<file path="config.mk">
export PLATFORM = sky130hd
export DESIGN_NAME = ilid_ctrl_flat
export DESIGN_NICKNAME = d
export VERILOG_FILES = /design/src/hdl/ilid_pkg.sv /design/src/hdl/ilid_in_if.sv /design/src/hdl/ilid_out_if.sv /design/src/hdl/ilid_ctrl.sv /design/src/flat_wrapper.sv
export SDC_FILE = /design/constraint.sdc
export NUM_CORES = 1
export LEC_CHECK = 0
export ABC_AREA = 1
export BUFFER_PORTS_ARGS = -buffer_cell sky130_fd_sc_hd__buf_2
export CAP_MARGIN = 5
export CORE_ASPECT_RATIO = 0.5
export CORE_UTILIZATION = 25
export CTS_CLUSTER_SIZE = 12
export DETAILED_ROUTE_END_ITERATION = 12
export GPL_TIMING_DRIVEN = 1
export PLACE_DENSITY_LB_ADDON = 0.3
export SLEW_MARGIN = 20
export SYNTH_ARGS = -nofsm -noshare
export SYNTH_HDL_FRONTEND = slang
export SYNTH_SLANG_ARGS = --single-unit
export TNS_END_PERCENT = 5
</file>
<file path="constraint.sdc">
create_clock -name i_clk -period 5.8 [get_ports i_clk]
set_input_delay 1.16 -clock i_clk [delete_from_list [all_inputs] [get_ports i_clk]]
set_output_delay 1.16 -clock i_clk [all_outputs]
set_load 0.01 [all_outputs]
</file>
<file path="src/hdl/ilid_pkg.sv">
package ilid_pkg;

    // Fixed field widths
    localparam int POS_W  = 7;
    localparam int DATA_W = 32;
    localparam int LEN_W  = 7;

    // Default list capacity
    localparam int DEF_CAPACITY = 64;

    // Operation codes
    typedef enum logic [1:0] {
        MODE_INSERT = 2'd0,
        MODE_DELETE = 2'd1,
        MODE_GET    = 2'd2,
        MODE_LOCATE = 2'd3
    } t_mode;

    // Control states
    typedef enum logic [1:0] {
        S_IDLE,
        S_SWEEP,
        S_DONE
    } t_state;

    // Shift command broadcast to every cell in the accept cycle
    typedef struct packed {
        logic                     ins;
        logic                     del;
        logic [POS_W-1:0]         p0;
        logic signed [DATA_W-1:0] value;
    } t_shift_cmd;

    // Query held for the length of a sweep
    typedef struct packed {
        logic                     get_ok;
        logic                     locate;
        logic [POS_W-1:0]         p0;
        logic signed [DATA_W-1:0] value;
    } t_query;

    // Partial answer handed from cell to cell
    typedef struct packed {
        logic                     hit;
        logic signed [DATA_W-1:0] rd;
    } t_sweep;

endpackage

</file>
<file path="src/hdl/ilid_in_if.sv">
interface ilid_in_if;
    logic                                    valid;
    logic                                    ready;
    ilid_pkg::t_mode                         mode;
    logic [ilid_pkg::POS_W-1:0]              position;
    logic signed [ilid_pkg::DATA_W-1:0]      value;

    modport source (output valid, mode, position, value, input ready);
    modport sink   (input valid, mode, position, value, output ready);
endinterface

</file>
<file path="src/hdl/ilid_out_if.sv">
interface ilid_out_if;
    logic                                    valid;
    logic                                    ready;
    logic                                    status;
    logic signed [ilid_pkg::DATA_W-1:0]      read_value;
    logic [ilid_pkg::LEN_W-1:0]              list_length;

    modport source (output valid, status, read_value, list_length, input ready);
    modport sink   (input valid, status, read_value, list_length, output ready);
endinterface

</file>
<file path="src/hdl/ilid_ctrl.sv">
module ilid_ctrl #(
    parameter int CAPACITY = ilid_pkg::DEF_CAPACITY
) (
    input  logic                          i_clk,
    input  logic                          i_rst_n,
    ilid_in_if.sink                       i_item,
    ilid_out_if.source                    o_result,
    output ilid_pkg::t_shift_cmd          o_shift,
    output ilid_pkg::t_query              o_query,
    output logic [$clog2(CAPACITY+1)-1:0] o_count,
    input  ilid_pkg::t_sweep              i_sweep
);

    localparam int CNT_W = $clog2(CAPACITY+1);
    localparam int CMP_W = ((CNT_W > ilid_pkg::POS_W) ? CNT_W : ilid_pkg::POS_W) + 1;
    localparam int SW_W  = (CAPACITY > 1) ? $clog2(CAPACITY) : 1;

    ilid_pkg::t_state                   r_state, n_state;
    logic [CNT_W-1:0]                   r_count, n_count;
    ilid_pkg::t_query                   r_query, n_query;
    logic                               r_is_sweep, n_is_sweep;
    logic                               r_res_status, n_res_status;
    logic [SW_W-1:0]                    r_sw_cnt, n_sw_cnt;
    logic                               r_o_valid, n_o_valid;
    logic                               r_o_status, n_o_status;
    logic signed [ilid_pkg::DATA_W-1:0] r_o_rd, n_o_rd;
    logic [ilid_pkg::LEN_W-1:0]         r_o_len, n_o_len;

    logic             w_accept;
    logic [CMP_W-1:0] w_pos, w_cnt;
    logic             w_pos_nz, w_ins_ok, w_del_ok, w_get_ok;
    logic [CMP_W-1:0] w_len_ext;

    assign w_accept = i_item.valid && i_item.ready;
    assign w_pos    = CMP_W'(i_item.position);
    assign w_cnt    = CMP_W'(r_count);
    assign w_pos_nz = (i_item.position != '0);
    assign w_len_ext = CMP_W'(r_count);

    // Position checks
    assign w_ins_ok = w_pos_nz && (w_pos <= w_cnt + CMP_W'(1)) && (w_cnt < CMP_W'(CAPACITY));
    assign w_del_ok = w_pos_nz && (w_pos <= w_cnt);
    assign w_get_ok = w_del_ok;

    // Shift command applied by the cells at the accept edge
    always_comb begin
        o_shift.ins   = w_accept && (i_item.mode == ilid_pkg::MODE_INSERT) && w_ins_ok;
        o_shift.del   = w_accept && (i_item.mode == ilid_pkg::MODE_DELETE) && w_del_ok;
        o_shift.p0    = i_item.position - ilid_pkg::POS_W'(1);
        o_shift.value = i_item.value;
    end

    assign i_item.ready = (r_state == ilid_pkg::S_IDLE);
    assign o_query      = r_query;
    assign o_count      = r_count;

    // Next state and result register
    always_comb begin
        n_state      = r_state;
        n_count      = r_count;
        n_query      = r_query;
        n_is_sweep   = r_is_sweep;
        n_res_status = r_res_status;
        n_sw_cnt     = r_sw_cnt;
        n_o_valid    = r_o_valid && !o_result.ready;
        n_o_status   = r_o_status;
        n_o_rd       = r_o_rd;
        n_o_len      = r_o_len;
        case (r_state)
            ilid_pkg::S_IDLE: begin
                if (w_accept) begin
                    n_query.get_ok = (i_item.mode == ilid_pkg::MODE_GET) && w_get_ok;
                    n_query.locate = (i_item.mode == ilid_pkg::MODE_LOCATE);
                    n_query.p0     = i_item.position - ilid_pkg::POS_W'(1);
                    n_query.value  = i_item.value;
                    n_sw_cnt       = '0;
                    case (i_item.mode)
                        ilid_pkg::MODE_INSERT: begin
                            n_is_sweep   = 1'b0;
                            n_res_status = !w_ins_ok;
                            if (w_ins_ok) begin
                                n_count = r_count + CNT_W'(1);
                            end
                            n_state = ilid_pkg::S_DONE;
                        end
                        ilid_pkg::MODE_DELETE: begin
                            n_is_sweep   = 1'b0;
                            n_res_status = !w_del_ok;
                            if (w_del_ok) begin
                                n_count = r_count - CNT_W'(1);
                            end
                            n_state = ilid_pkg::S_DONE;
                        end
                        default: begin
                            n_is_sweep = 1'b1;
                            n_state    = ilid_pkg::S_SWEEP;
                        end
                    endcase
                end
            end
            ilid_pkg::S_SWEEP: begin
                n_sw_cnt = r_sw_cnt + SW_W'(1);
                if (r_sw_cnt == SW_W'(CAPACITY - 1)) begin
                    n_state = ilid_pkg::S_DONE;
                end
            end
            ilid_pkg::S_DONE: begin
                if (!r_o_valid || o_result.ready) begin
                    n_o_valid = 1'b1;
                    n_o_len   = w_len_ext[ilid_pkg::LEN_W-1:0];
                    if (r_is_sweep) begin
                        n_o_rd = i_sweep.rd;
                        if (r_query.get_ok) begin
                            n_o_status = 1'b0;
                        end else if (r_query.locate) begin
                            n_o_status = !i_sweep.hit;
                        end else begin
                            n_o_status = 1'b1;
                        end
                    end else begin
                        n_o_rd     = '0;
                        n_o_status = r_res_status;
                    end
                    n_state = ilid_pkg::S_IDLE;
                end
            end
            default: begin
                n_state = ilid_pkg::S_IDLE;
            end
        endcase
    end

    // Control state
    always_ff @(posedge i_clk) begin
        if (!i_rst_n) begin
            r_state   <= ilid_pkg::S_IDLE;
            r_count   <= '0;
            r_o_valid <= 1'b0;
        end else begin
            r_state   <= n_state;
            r_count   <= n_count;
            r_o_valid <= n_o_valid;
        end
    end

    // Payload
    always_ff @(posedge i_clk) begin
        r_query      <= n_query;
        r_is_sweep   <= n_is_sweep;
        r_res_status <= n_res_status;
        r_sw_cnt     <= n_sw_cnt;
        r_o_status   <= n_o_status;
        r_o_rd       <= n_o_rd;
        r_o_len      <= n_o_len;
    end

    assign o_result.valid       = r_o_valid;
    assign o_result.status      = r_o_status;
    assign o_result.read_value  = r_o_rd;
    assign o_result.list_length = r_o_len;

endmodule

</file>
<file path="src/flat_wrapper.sv">
// flat-port wrapper written by rule: the top's interface ports become plain ports
module ilid_ctrl_flat 
#(
    parameter int CAPACITY = ilid_pkg::DEF_CAPACITY
)
  (i_clk, i_rst_n, o_shift, o_query, o_count, i_sweep, i_item_valid, i_item_mode, i_item_position, i_item_value, i_item_ready, o_result_valid, o_result_status, o_result_read_value, o_result_list_length, o_result_ready);
  ilid_in_if i_item_i ();
  ilid_out_if o_result_i ();
  input  logic i_clk;
  input  logic i_rst_n;
  output ilid_pkg::t_shift_cmd o_shift;
  output ilid_pkg::t_query o_query;
  output logic [$clog2(CAPACITY+1)-1:0] o_count;
  input  ilid_pkg::t_sweep i_sweep;
  input wire logic [$bits(i_item_i.valid)-1:0] i_item_valid;
  input wire logic [$bits(i_item_i.mode)-1:0] i_item_mode;
  input wire logic [$bits(i_item_i.position)-1:0] i_item_position;
  input wire logic [$bits(i_item_i.value)-1:0] i_item_value;
  output wire logic [$bits(i_item_i.ready)-1:0] i_item_ready;
  output wire logic [$bits(o_result_i.valid)-1:0] o_result_valid;
  output wire logic [$bits(o_result_i.status)-1:0] o_result_status;
  output wire logic [$bits(o_result_i.read_value)-1:0] o_result_read_value;
  output wire logic [$bits(o_result_i.list_length)-1:0] o_result_list_length;
  input wire logic [$bits(o_result_i.ready)-1:0] o_result_ready;
  assign i_item_i.valid = i_item_valid;
  assign i_item_i.mode = i_item_mode;
  assign i_item_i.position = i_item_position;
  assign i_item_i.value = i_item_value;
  assign i_item_ready = i_item_i.ready;
  assign o_result_valid = o_result_i.valid;
  assign o_result_status = o_result_i.status;
  assign o_result_read_value = o_result_i.read_value;
  assign o_result_list_length = o_result_i.list_length;
  assign o_result_i.ready = o_result_ready;
  ilid_ctrl #(.CAPACITY(CAPACITY)) u_core (.i_clk(i_clk), .i_rst_n(i_rst_n), .i_item(i_item_i), .o_result(o_result_i), .o_shift(o_shift), .o_query(o_query), .o_count(o_count), .i_sweep(i_sweep));
endmodule
</file>
==> summary.md <==
| Metric | Value |
|---|---|
| Worst Hold Class | reg2reg |
| Antenna Nets Post-Route | 0 |
| Core region area | 0.01774 mm2 |
| Max clock buf depth | 2 |
| GPL Wtd Cong | 0.7477 |
| First-iteration detailed-routing DRC count | about 110 |
| Slowest stage delay, CP | 0.51 ns |
| N_diodes | 0 |
| Crit path cell chain | ha_1 -> nand2_1 -> nor3_1 -> xor2_1 -> ha_1 -> a21oi_1 -> nand2_1 -> nand2_1 -> nand2_1 -> nand2_1 -> nand2_2 -> nor4_1 -> buf_2 |
| Post-CTS setup buffer count | 0 |
| Unrepaired setup endpoints after global routing | false |
| Post-Place Cells | 825 |
| Syn nets | 519 |
| WS Path Type | reg2out |
| Synthesized area | ~0.0046 mm2 |
| Area of the multi-input gates | 0.001235 mm2 |
| Slew Limit Fails | 0 |
| Power density over the cells | between 300 and 400 mW/mm2 |
| Tcrit/Tclk final | 67.13% |
| Startpoint Class | flip-flop |
| First-pass GRT wire length | 17,420 um |
| Initial antenna violation count | 0 |
| Clock Latency Late Sink | 0.34 ns |
| Worst EP arrival | between 2 and 3 ns |
| Setup_tns | 0 ns |
| Final Hold Viols | 0 |
| Slew headroom | 61.60% |
| Congestion Overflow GR | 0 |
| Area growth syn-to-layout | 30.29% |
| I/O pin count | 209 |
| Crit-path most repeated cell | nand2_1 |
| Flops & latches, synth | 99 |
| Post-synth cell types | 32 |
| Buffers on Ports | 208 |
| Crit. End Element | primary output |
| Pin count of the biggest net entering global routing | 44 |
| FP Rows | 34 |
| Chip width | 194.7 um |
| Die area | 0.01914 mm2 |
| Wire per inst | between 10 and 15 um |
| Register area share after synthesis | 61.92% |
| Root Buffer | clkbuf_16 |
| Final non-filler cell total | about 840 |
| DR vias | 3,347 |
| Max Cap Violations | 0 |
| Register area | 0.002873 mm2 |
| Setup Viol. Count Final | 0 |
| Commonest non-fill, non-tap cell in the layout | buf_2 |
| Asr flop ratio synth | 0% |
| TritonCTS clock tree | yes |
| Filler cell count | between 1,500 and 2,000 |
| CTS buffer count | 9 |
| Starting Density | about a quarter |
| Fmax | 0.2568 GHz |
| CTS HTree Levels | 3 |
| Vias in the first global route | 3,311 |
| Most frequent cells in the layout | buf_2, edfxtp_1, nand2_1 |
| # hold bufs at CTS | 0 |
| Yosys Warn Count | 0 |
| Crit path max fanout | 8 |
| Die height | 98.33 um |
| DR pass1 iterations | 4 |
| Worst slew pin tran | 0.5760 ns |
| HPWL Detailed | 8626 um |
| Vias/cell | 3.980 |
| Clock Pin Slew Worst Setup and Hold Paths | 0.08 ns |
| # resized after CTS | 0 |
| Layout cells sized above 1 | between 40% and 50% |
| VDD IR max | 0.1367 mV |
| DRC Markers | 0 |
| CTS Sinks | 99 |
| Min Clock Period, post-route | ~3.9 ns |
| Status | completed |
| LEAKAGE | 2.899 nW |
| Critical path's slowest cell | dfxtp_1 |
| Synth Area per Inst | about 11 um2 |
| Number of synthesized flops with an enable pin | 89 |
| Worst endpoint required time | 4.64 ns |
| Fin nets | ~700 |
| DRT Wirelength | 11,230 um |
| Cell count after synthesis | 417 |
| Ys flop type | edfxtp_1 |
| GRT Overall Usage | about an eighth |
| Clock Skew | between 0.01 and 0.015 ns |
-- cells in the mapped netlist (all sizes together) (2+ instances only) --
| cell | n | area (um2) |
|---|---|---|
| clkbuf | 5 | 18.77 |
| xor2 | 10 | 87.58 |
| nand3 | 14 | 70.07 |
| ha | 23 | 287.8 |
| nor4 | 2 | 12.51 |
| nand2 | 85 | 331.6 |
| inv | 74 | 277.8 |
| nand4 | 4 | 25.02 |
| nor3 | 9 | 45.04 |
| xnor2 | 6 | 52.55 |
| a21oi | 21 | 116.4 |
| edfxtp | 89 | 2673 |
| o21ai | 3 | 15.01 |
| nor2 | 20 | 95.09 |
| dfxtp | 10 | 200.2 |
| buf | 32 | 240.2 |
-- state kept, by name, summed over array words and instances (netlist names) --
| register | flops |
|---|---|
| u_core.o_query | 41 |
| u_core.r_sw_cnt | 6 |
| u_core.r_is_sweep | 1 |
| u_core.o_result.status | 1 |
| u_core.o_result.list_length | 7 |
| u_core.r_state | 2 |
| u_core.o_result.read_value | 32 |
| u_core.o_count | 7 |
| u_core.r_res_status | 1 |
| u_core.o_result.valid | 1 |
-- layout make-up --
class | instances | area share (%)
repair buffers | 211 | 17.59
flip-flops and latches | 99 | 47.53
clock inverters | 6 | 0.8694
well taps | 234 | 4.844
inverters | 74 | 4.595
clock buffers | 10 | 4.140
multi-input cells | 207 | 20.43
-- routing by layer --
| metal | track usage (%) | vias up | wire length (um) |
|---|---|---|---|
| li1 | - | 1716 | - |
| met1 | 14.18 | 1570 | 4916 |
| met2 | 21.42 | 53 | 5937 |
| met3 | 2.487 | 8 | 302 |
| met4 | 2.930 | 0 | 75 |
| met5 | 0 | - | 0 |
-- cell families after synthesis --
| kind of cell | after synthesis | share of synthesized area, % |
|---|---|---|
| xor gates and xnor gates | 16 | 3.020 |
| DFF | 99 | 61.92 |
| and+or+nand+nor | 135 | 12.65 |
| adders and majority gates | 24 | 6.634 |
| AOI/OAI and AO/OA | 31 | 3.965 |
| buffers and inverters | 111 | 11.57 |
| muxes | 1 | 0.2427 |
-- power by group --
part	internal (mW)	switching [mW]
Combinational	0.150	0.283
Clock	0.325	0.279
Sequential	0.929	0.0408
Total	1.40	0.603
-- final timing paths --
check,startpoint,endpoint,slack [ns],cells after the start
min reg2reg,u_core.r_state[0]$_SDFFE_PN0P_,u_core.r_state[0]$_SDFFE_PN0P_,0.53,2
min,u_core.r_state[0]$_SDFFE_PN0P_,u_core.r_state[0]$_SDFFE_PN0P_,0.53,2
max reg2reg,u_core.o_count[0]$_SDFFE_PN0P_,u_core.o_count[2]$_SDFFE_PN0P_,3.23,15
max,u_core.o_count[0]$_SDFFE_PN0P_,o_shift[40],1.91,13
-- per-stage QoR --
stage	worst slack, ns	hold WS (ns)	area [um2]	utilization (%)	power [mW]
after global placement	2.094	0.5185	5742	32.37	1.421
after detailed placement	2.064	0.5213	5742	32.37	1.431
after floorplan	1.363	0.4808	4639	-	1.243
after global routing	1.576	0.5555	6045	34.07	2.125
after CTS	1.821	0.5336	6045	34.07	2.049
final	1.906	0.5318	6045	34.07	2.007
-- worst max-delay path, delay by kind of cell, from the launching register on --
family,cells,cell delay (ns)
DFF,1,0.51
adders and majority gates,2,0.51
AOI/OAI and AO/OA,1,0.16
and+or+nand+nor,8,0.85
xor gates and xnor gates,1,0.18
buffers and inverters,1,0.19
No activity file was read; power rests on OpenSTA's default activity.
