==> config.mk <==
export PLATFORM = sky130hd
export DESIGN_NAME = ilid_cell
export DESIGN_NICKNAME = d
export VERILOG_FILES = /design/src/hdl/ilid_pkg.sv /design/src/hdl/ilid_cell.sv
export SDC_FILE = /design/constraint.sdc
export NUM_CORES = 1
export LEC_CHECK = 0
export BUFFER_PORTS_ARGS = -buffer_cell sky130_fd_sc_hd__buf_4
export CORE_MARGIN = 4
export CORE_UTILIZATION = 32
export DETAILED_ROUTE_END_ITERATION = 6
export PLACE_DENSITY_LB_ADDON = 0.15
export SKIP_LAST_GASP = 1
export SYNTH_ARGS = -nofsm -noshare
export SYNTH_HDL_FRONTEND = slang
export SYNTH_SLANG_ARGS = --single-unit
==> constraint.sdc <==
create_clock -name i_clk -period 2.6 [get_ports i_clk]
set_input_delay 0.52 -clock i_clk [delete_from_list [all_inputs] [get_ports i_clk]]
set_output_delay 0.52 -clock i_clk [all_outputs]
set_load 0.05 [all_outputs]
==> src/hdl/ilid_pkg.sv <==
package ilid_pkg;

    // Fixed field widths
    localparam int POS_W  = 7;
    localparam int DATA_W = 32;
    localparam int LEN_W  = 7;

    // Default list capacity
    localparam int DEF_CAPACITY = 64;

    // Operation codes
    typedef enum logic [1:0] {
        MODE_INSERT = 2'd0,
        MODE_DELETE = 2'd1,
        MODE_GET    = 2'd2,
        MODE_LOCATE = 2'd3
    } t_mode;

    // Control states
    typedef enum logic [1:0] {
        S_IDLE,
        S_SWEEP,
        S_DONE
    } t_state;

    // Shift command broadcast to every cell in the accept cycle
    typedef struct packed {
        logic                     ins;
        logic                     del;
        logic [POS_W-1:0]         p0;
        logic signed [DATA_W-1:0] value;
    } t_shift_cmd;

    // Query held for the length of a sweep
    typedef struct packed {
        logic                     get_ok;
        logic                     locate;
        logic [POS_W-1:0]         p0;
        logic signed [DATA_W-1:0] value;
    } t_query;

    // Partial answer handed from cell to cell
    typedef struct packed {
        logic                     hit;
        logic signed [DATA_W-1:0] rd;
    } t_sweep;

endpackage

==> src/hdl/ilid_cell.sv <==
module ilid_cell #(
    parameter int CAPACITY = ilid_pkg::DEF_CAPACITY,
    parameter int INDEX    = 0
) (
    input  logic                               i_clk,
    input  ilid_pkg::t_shift_cmd               i_shift,
    input  ilid_pkg::t_query                   i_query,
    input  logic [$clog2(CAPACITY+1)-1:0]      i_count,
    input  logic signed [ilid_pkg::DATA_W-1:0] i_left_data,
    input  logic signed [ilid_pkg::DATA_W-1:0] i_right_data,
    output logic signed [ilid_pkg::DATA_W-1:0] o_data,
    input  ilid_pkg::t_sweep                   i_sweep,
    output ilid_pkg::t_sweep                   o_sweep
);

    localparam int CNT_W = $clog2(CAPACITY+1);
    localparam int CMP_W = ((CNT_W > ilid_pkg::POS_W) ? CNT_W : ilid_pkg::POS_W) + 1;
    localparam logic [CMP_W-1:0] K = CMP_W'(INDEX);

    logic signed [ilid_pkg::DATA_W-1:0] r_data, n_data;
    ilid_pkg::t_sweep                   r_sweep, n_sweep;
    logic [CMP_W-1:0]                   w_sp, w_qp, w_cnt;

    assign w_sp  = CMP_W'(i_shift.p0);
    assign w_qp  = CMP_W'(i_query.p0);
    assign w_cnt = CMP_W'(i_count);

    // Entry: on insert take the left neighbour above the position and the new value at it; on delete the right one
    always_comb begin
        n_data = r_data;
        if (i_shift.ins && (K > w_sp)) begin
            n_data = i_left_data;
        end else if (i_shift.ins && (K == w_sp)) begin
            n_data = i_shift.value;
        end else if (i_shift.del && (K >= w_sp)) begin
            n_data = i_right_data;
        end
    end

    // Sweep stage: fold this entry into the answer from the left
    always_comb begin
        n_sweep.hit = i_sweep.hit
                    | (i_query.locate && (K < w_cnt) && (r_data == i_query.value));
        n_sweep.rd  = i_sweep.rd;
        if (i_query.get_ok && (K == w_qp)) begin
            n_sweep.rd = i_sweep.rd | r_data;
        end
    end

    always_ff @(posedge i_clk) begin
        r_data  <= n_data;
        r_sweep <= n_sweep;
    end

    assign o_data  = r_data;
    assign o_sweep = r_sweep;

endmodule

==> reports/qor.yml, run 1 <==
cts:
  cts_resized: 0
  tritoncts: "built"
  cts_buffer_depth: 2
  clk_latency_ns: 0.32
  clk_pin_slew_ns: 0.07
  cts-root-buf: "clkbuf_8"
  cts_made_buffers: 9
  htree_levels: 3
  cts_sinks: 65
  cts_setup_buffers: 0
  hold_buffers: 0
setup_path:
  r2r-start: "o_data[16]"
  crit_top_cell: "buf_4"
  timing.rr.end: "o_sweep[32]"
  r2r_cells: 4
  cp-start-kind: "primary input"
  r2r_slack_ns: 1.04
  crit_type: "primary input to register"
  required_ns: 2.67
  cp-startpoint: "i_shift[35]"
  worstSetupEndpointType: "register"
  critPathArrivalTime_ns: 2.02
  crit_slowest_cell: "or4_4"
  critPathMaxStageDelay_ns: 0.54
  timing.critical_path.cells: "buf_4 -> or4_4 -> nor4_4 -> nand2_2 -> buf_4 -> mux2_4"
  critPathMaxFanout: 18
synthesis:
  synth_cell_types: 22
  synth_cells: 190
  syn_area_per_cell_um2: 14.8
  ys_ff_latch: 65
  ys_seq_area_frac: 0.575
  yosysWarnings: 0
  netlist_area_um2: 2820
  syn-num-nets: 377
routing:
  firstDrtPassIters: 6
  wl_per_cell_um: 16.9
  wl_um: 8920
  postRouteAntennaNets: 0
  route.vias.total: 2365
  drt_iter0_drc: 29
  drc: 0
  vias_per_cell: 4.48
grt:
  grt_use_total: 0.167
  grt_max_degree: 33
  grt_pass1_wl_um: 13000
  gr-total-overflow: 0
  grt_pass1_vias: 2605
  antenna_found_initial: 0
finish:
  nets: 605
  layout_commonest_cell: "buf_4"
  fill_cells: 754
  drive_gt1_frac: 0.648
  stdcell_area_um2: 4760
  final_cell_mix: "buf_4, dfxtp_1, a21o_1, edfxtp_1, mux2_4"
  fin_cells: 528
  n_antenna_cell: 0
  syn2layout_area_growth_pct: 68.8
sta:
  setup_viol: 0
  rsz0062_at_grt: "no"
  tightest_slew_ns: 0.399
  relSlewSlack: 0.731
  min_period_ns: 1.95
  hold_viol_final: 0
  slew_viol_final: 0
  skew_ns: 0.00954
  fmax_mhz: 513
  period_share: 0.749
  tns_ns: 0
power_and_ir_drop:
  power_density_nw_per_um2: 484
  ir_drop_mv: 0.345
  cellLeakagePower_uw: 0.00237
placed_design:
  port_buffers: 219
  dp_hpwl_um: 7330
  place.gp.congestion: 0.735
  placed_cells: 512
  placed_area_um2: 4590
floorplanning:
  top_level_ports: 252
  coreArea_um2: 8380
  initial_utilization: 0.336
  die_h_um: 102
  die_width_um: 102
  core.rowCount: 33
  die-area_um2: 10400
worst_hold_path:
  whs_path_depth: 2
  min_delay_worst_endpoint: "o_sweep[3]"
  worst_hold_startpoint: "i_sweep[3]"
  min_path_type: "primary input to register"
flow_run:
  maxCapViolCount: 0
outcome:
  status: "complete, no violations"
==> synth_stat cells <==
| library cell | n | area (um2) |
|---|---|---|
| a41o_1 | 1 | 10.0 |
| xnor2_1 | 28 | 245 |
| xor2_1 | 4 | 35.0 |
| nand3_1 | 1 | 5.00 |
| nor2_1 | 1 | 3.75 |
| or4_4 | 1 | 11.3 |
| nor4_4 | 1 | 21.3 |
| mux2_4 | 30 | 450 |
| dfxtp_1 | 33 | 661 |
| nor4_1 | 4 | 25.0 |
| nor3_1 | 2 | 10.0 |
| nand4_1 | 6 | 37.5 |
| mux2_2 | 2 | 22.5 |
| and4b_1 | 1 | 10.0 |
| o21a_1 | 1 | 7.51 |
| nand2_1 | 1 | 3.75 |
| buf_6 | 3 | 33.8 |
| a21oi_1 | 1 | 5.00 |
| a21o_1 | 32 | 240 |
| edfxtp_1 | 32 | 961 |
| nand2_2 | 1 | 6.26 |
| clkbuf_1 | 4 | 15.0 |
==> stage by stage <==
step,utilization,setup WS [ns],hold WS (ns),total power (uW)
5_1_grt,0.568,0.607,0.343,2420
2_1_floorplan,-,0.157,0.606,1330
3_3_place_gp,0.547,0.325,0.513,1560
6_report,0.568,0.651,0.361,2300
4_1_cts,0.568,0.653,0.343,2340
3_5_place_dp,0.547,0.304,0.514,1570
==> power breakdown <==
| part | internal, uW | switching [uW] |
|---|---|---|
| registers | 1100 | 10.0 |
| logic | 250 | 183 |
| clock network | 395 | 364 |
| total | 1750 | 557 |
==> layout make-up <==
| cell class | instances | area [um2] | area share |
|---|---|---|---|
| clock inverters | 3 | 15.0 | 0.00315 |
| repair buffers | 224 | 1680 | 0.353 |
| well taps | 105 | 131 | 0.0276 |
| flip-flops and latches | 65 | 1620 | 0.341 |
| clock buffers | 13 | 159 | 0.0334 |
| multi-input cells | 118 | 1150 | 0.242 |
==> layer usage <==
metal,wire length [um],GRT usage,vias to the layer above,part of all wire
met3,914,0.0560,11,0.10
met2,4710,0.301,121,0.53
met5,0,0,-,0
met1,3170,0.181,1078,0.36
li1,-,-,1155,-
met4,121,0.0616,0,0.014
==> state kept, by name, summed over array words and instances (netlist names) <==
name     flops
o_sweep     33
o_data      32
==> worst max-delay path, delay by kind of cell <==
kind	cells	cell delay (ns)
buffers and inverters	2	0.36
AND/OR/NAND/NOR	3	0.80
multiplexers	1	0.34
==> cell families after synthesis <==
group                  Yosys count  share of synthesized area
flip-flops                      65                      0.575
AO/OA/AOI/OAI                   35                     0.0932
XOR/XNOR                        32                     0.0994
multiplexers                    32                      0.168
AND/OR/NAND/NOR                 19                     0.0475
buffers and inverters            7                     0.0173
==> worst max-delay path by stage <==
stage,endpoint,slack [ns]
after floorplan,o_data[0],0.16
after global placement,o_data[10],0.32
after detailed placement,o_data[10],0.30
after CTS,o_data[10],0.65
after global routing,o_data[10],0.61
final,o_data[10],0.65
Note: power is estimated with default switching activity, not from simulation.
==> run 2, diff against run 1 <==
--- a/config.mk
+++ b/config.mk
@@ -5,6 +5,7 @@
 export SDC_FILE = /design/constraint.sdc
 export NUM_CORES = 1
 export LEC_CHECK = 0
+export ABC_AREA = 1
 export BUFFER_PORTS_ARGS = -buffer_cell sky130_fd_sc_hd__buf_4
 export CORE_MARGIN = 4
 export CORE_UTILIZATION = 32
==> constraint.sdc (replaced) <==
create_clock -name i_clk -period 1.7 [get_ports i_clk]
set_input_delay 0.34 -clock i_clk [delete_from_list [all_inputs] [get_ports i_clk]]
set_output_delay 0.34 -clock i_clk [all_outputs]
set_load 0.05 [all_outputs]
==> run 2 against run 1 <==
- clock skew shrank 0.0019 ns
- worst setup slack got worse by 0.29 ns
- cell area rose by 8.2%
- non-clock buffer count is 5 higher
- worst hold slack got worse by 0.16 ns
- clock power increased by 54%
- synthesized area increased by 9.8%
- cell count increased by 43%
- sequential cell count is the same
- combinational power increased by 57%
- core utilization shrank 1.6 points
- register-to-register slack got worse by 0.64 ns
- highest routed layer unchanged
==> reports/qor.yml, run 2 <==
power_and_ir_drop:
  clockPowerShare: 0.330  # was 0.329
  power.switching_uw: 911  # was 557 uW
  power_density_nw_per_um2: 689  # was 484 nW/um2
  ir_drop_mv: 0.294  # was 0.345 mV
  pwr-share-seq: 0.479  # was 0.483
  swShare: 0.256  # was 0.242
  p_int_uw: 2640  # was 1750 uW
  cellLeakagePower_uw: 0.00272  # was 0.00237 uW
  pwr-share-comb: 0.191  # was 0.188
synthesis:
  synth.top_cell.area_share: 0.310  # was 0.341
  ys_seq_area_frac: 0.524  # was 0.575
  synth_top_cell_by_area: "edfxtp_1"  # unchanged
  yosysMostFrequentCell: "nand2_1"  # was dfxtp_1
  syn_area_per_cell_um2: 7.86  # was 14.8 um2
  syn-num-nets: 581  # was 377
  ys_ff_latch: 65  # unchanged
  synth_cell_types: 18  # was 22
  synthArstFlopShare: 0  # unchanged
  netlist_area_um2: 3100  # was 2820 um2
  synth_area_leaders: "edfxtp_1, dfxtp_1, nand2_1"  # was edfxtp_1, dfxtp_1, mux2_4
  yosysWarnings: 0  # unchanged
  ys_top_cells_by_count: "nand2_1, inv_1, nand3_1"  # was dfxtp_1, a21o_1, edfxtp_1
  synth_edf_count: 32  # unchanged
  synth_top_flop_cell: "dfxtp_1"  # unchanged
  synth_cells: 394  # was 190
sta:
  layout_setup_ws_ns: 0.361  # was 0.651 ns
  relSlewSlack: 0.726  # was 0.731
  rsz0062_at_grt: "no"  # unchanged
  setup_viol: 0  # unchanged
  min_period_ns: 1.34
  slew_viol_final: 0  # unchanged
  skew_ns: 0.00761  # was 0.00954 ns
  fmax_mhz: 747
  hold_viol_final: 0  # unchanged
  tightest_slew_ns: 0.412  # was 0.399 ns
  period_share: 0.788
  tns_ns: 0  # unchanged
placed_design:
  placed_cells: 739  # was 512
  pre_cts_ws_ns: -0.00302  # was 0.304 ns
  port_buffers: 219  # unchanged
  dp_hpwl_um: 8590  # was 7330 um
  place.gp.congestion: 0.773  # was 0.735
routing:
  wl_um: 10700  # was 8920 um
  firstDrtPassIters: 4  # was 6
  route.vias.total: 3251  # was 2365
  drc: 0  # unchanged
  drt_iter0_drc: 121  # was 29
  postRouteAntennaNets: 0  # unchanged
  vias_per_cell: 4.31  # was 4.48
  wl_per_cell_um: 14.2  # was 16.9 um
grt:
  grt_use_total: 0.185  # was 0.167
  grt_pass1_wl_um: 16100  # was 13000 um
  grt_max_degree: 33  # unchanged
  grt_pass1_vias: 3272  # was 2605
  antenna_found_initial: 0  # unchanged
  gr-total-overflow: 0  # unchanged
cts:
  hold_buffers: 0  # unchanged
  htree_levels: 3  # unchanged
  tritoncts: "built"  # unchanged
  cts_sinks: 65  # unchanged
  cts_setup_buffers: 0  # unchanged
  clk_latency_ns: 0.33  # was 0.32 ns
  cts-root-buf: "clkbuf_8"  # unchanged
  cts_made_buffers: 9  # unchanged
  cts_buffer_depth: 2  # unchanged
  clk_pin_slew_ns: 0.07  # about the same
  cts_resized: 0  # unchanged
setup_path:
  critPathMaxStageDelay_ns: 0.45  # was 0.54 ns
  r2r_cells: 7  # was 4
  timing.critical_path.cells: "buf_4"  # was buf_4 -> or4_4 -> nor4_4 -> nand2_2 -> buf_4 -> mux2_4
  cp-start-kind: "register"  # was primary input
  crit_slowest_cell: "edfxtp_1"  # was or4_4
  worstSetupEndpointType: "output port"  # was register
  crit_type: "register to output port"  # was primary input to register
  cp_top_family: "flip-flops"  # was simple AND/OR/NAND/NOR gates
  cp_num_buf_inv: 1  # was 2
  critPathMaxFanout: 4  # was 18
  critPathArrivalTime_ns: 1.00  # was 2.02 ns
  required_ns: 1.36  # was 2.67 ns
  crit_cells: 1  # was 6
finish:
  layout_commonest_cell: "buf_4"  # unchanged
  fill_cells: 892  # was 754
  fin_cells: 755  # was 528
  largest_reg_flops: 33  # unchanged
  drive_gt1_frac: 0.391  # was 0.648
  syn2layout_area_growth_pct: 66.4  # was 68.8%
  final_cell_mix: "buf_4, nand2_1, inv_1, nand3_1, dfxtp_1"  # was buf_4, dfxtp_1, a21o_1, edfxtp_1, mux2_4
  n_antenna_cell: 0  # unchanged
  final_core_util: 0.552  # was 0.568
  nets: 808  # was 605
floorplanning:
  coreArea_um2: 9330  # was 8380 um2
  initial_utilization: 0.332  # was 0.336
  top_level_ports: 252  # unchanged
  die_h_um: 106  # was 102 um
  core.rowCount: 35  # was 33
  die-area_um2: 11300  # was 10400 um2
  die_width_um: 106  # was 102 um
worst_hold_path:
  whs_path_depth: 2  # unchanged
  min_path_type: "primary input to register"  # unchanged
flow_run:
  maxCapViolCount: 0  # unchanged
outcome:
  status: "complete, no violations"  # unchanged
run 2: cell types whose count changed after synthesis, moves of 23 or more:
cell,before,now
a21o_1,32,0
inv_1,0,67
mux2_4,30,0
nand2_1,1,147
nand3_1,1,36
o21bai_1,0,32
xnor2_1,28,5
run 2: routing by layer:
layer  part of all wire  global-route usage
met3              0.071              0.0455
met1               0.39               0.212
met2               0.52               0.336
met4              0.016              0.0564
met5                  0                   0
run 2: area by class of cell:
cell class	count	area [um2]	area share
clock buffer	13	159	0.0308
clock inverter	3	15.0	0.00291
multi-input combinational	249	1170	0.228
tap	129	161	0.0313
timing repair buffer	229	1770	0.343
inverter	67	251	0.0488
sequential	65	1620	0.315
run 2: power groups by stage:
stage	Combinational (uW)	Sequential, uW	Clock, uW
floorplan	131	1900	0
global placement	674	1740	0
detailed placement	682	1740	0
CTS	683	1700	1220
global route	727	1710	1290
finish	678	1700	1170
run 2: per-stage QoR:
stage / cell area (um2) / power [uW] / hold slack (ns)
2_1_floorplan: 3100 / 2030 / 0.432
3_3_place_gp: 4980 / 2410 / 0.523
3_5_place_dp: 4980 / 2420 / 0.526
4_1_cts: 5150 / 3610 / 0.178
5_1_grt: 5150 / 3720 / 0.179
6_report: 5150 / 3550 / 0.196
run 2: cell families (layout without fill, tap and decap cells):
family	after synthesis	count (layout)	share of synthesized area
buf+inv	80	312	0.0994
xor+xnor	5	5	0.0141
compound gates	39	39	0.0913
simple gates	205	205	0.271
flops	65	65	0.524
run 2: final timing paths:
kind                 endpoint   startpoint  slack (ns)
setup / recovery   o_data[11]   o_data[11]        0.36
hold / removal    o_sweep[22]  i_sweep[22]        0.20
setup reg to reg  o_sweep[32]   o_data[14]        0.40
hold reg to reg   o_sweep[22]   o_data[22]        0.57
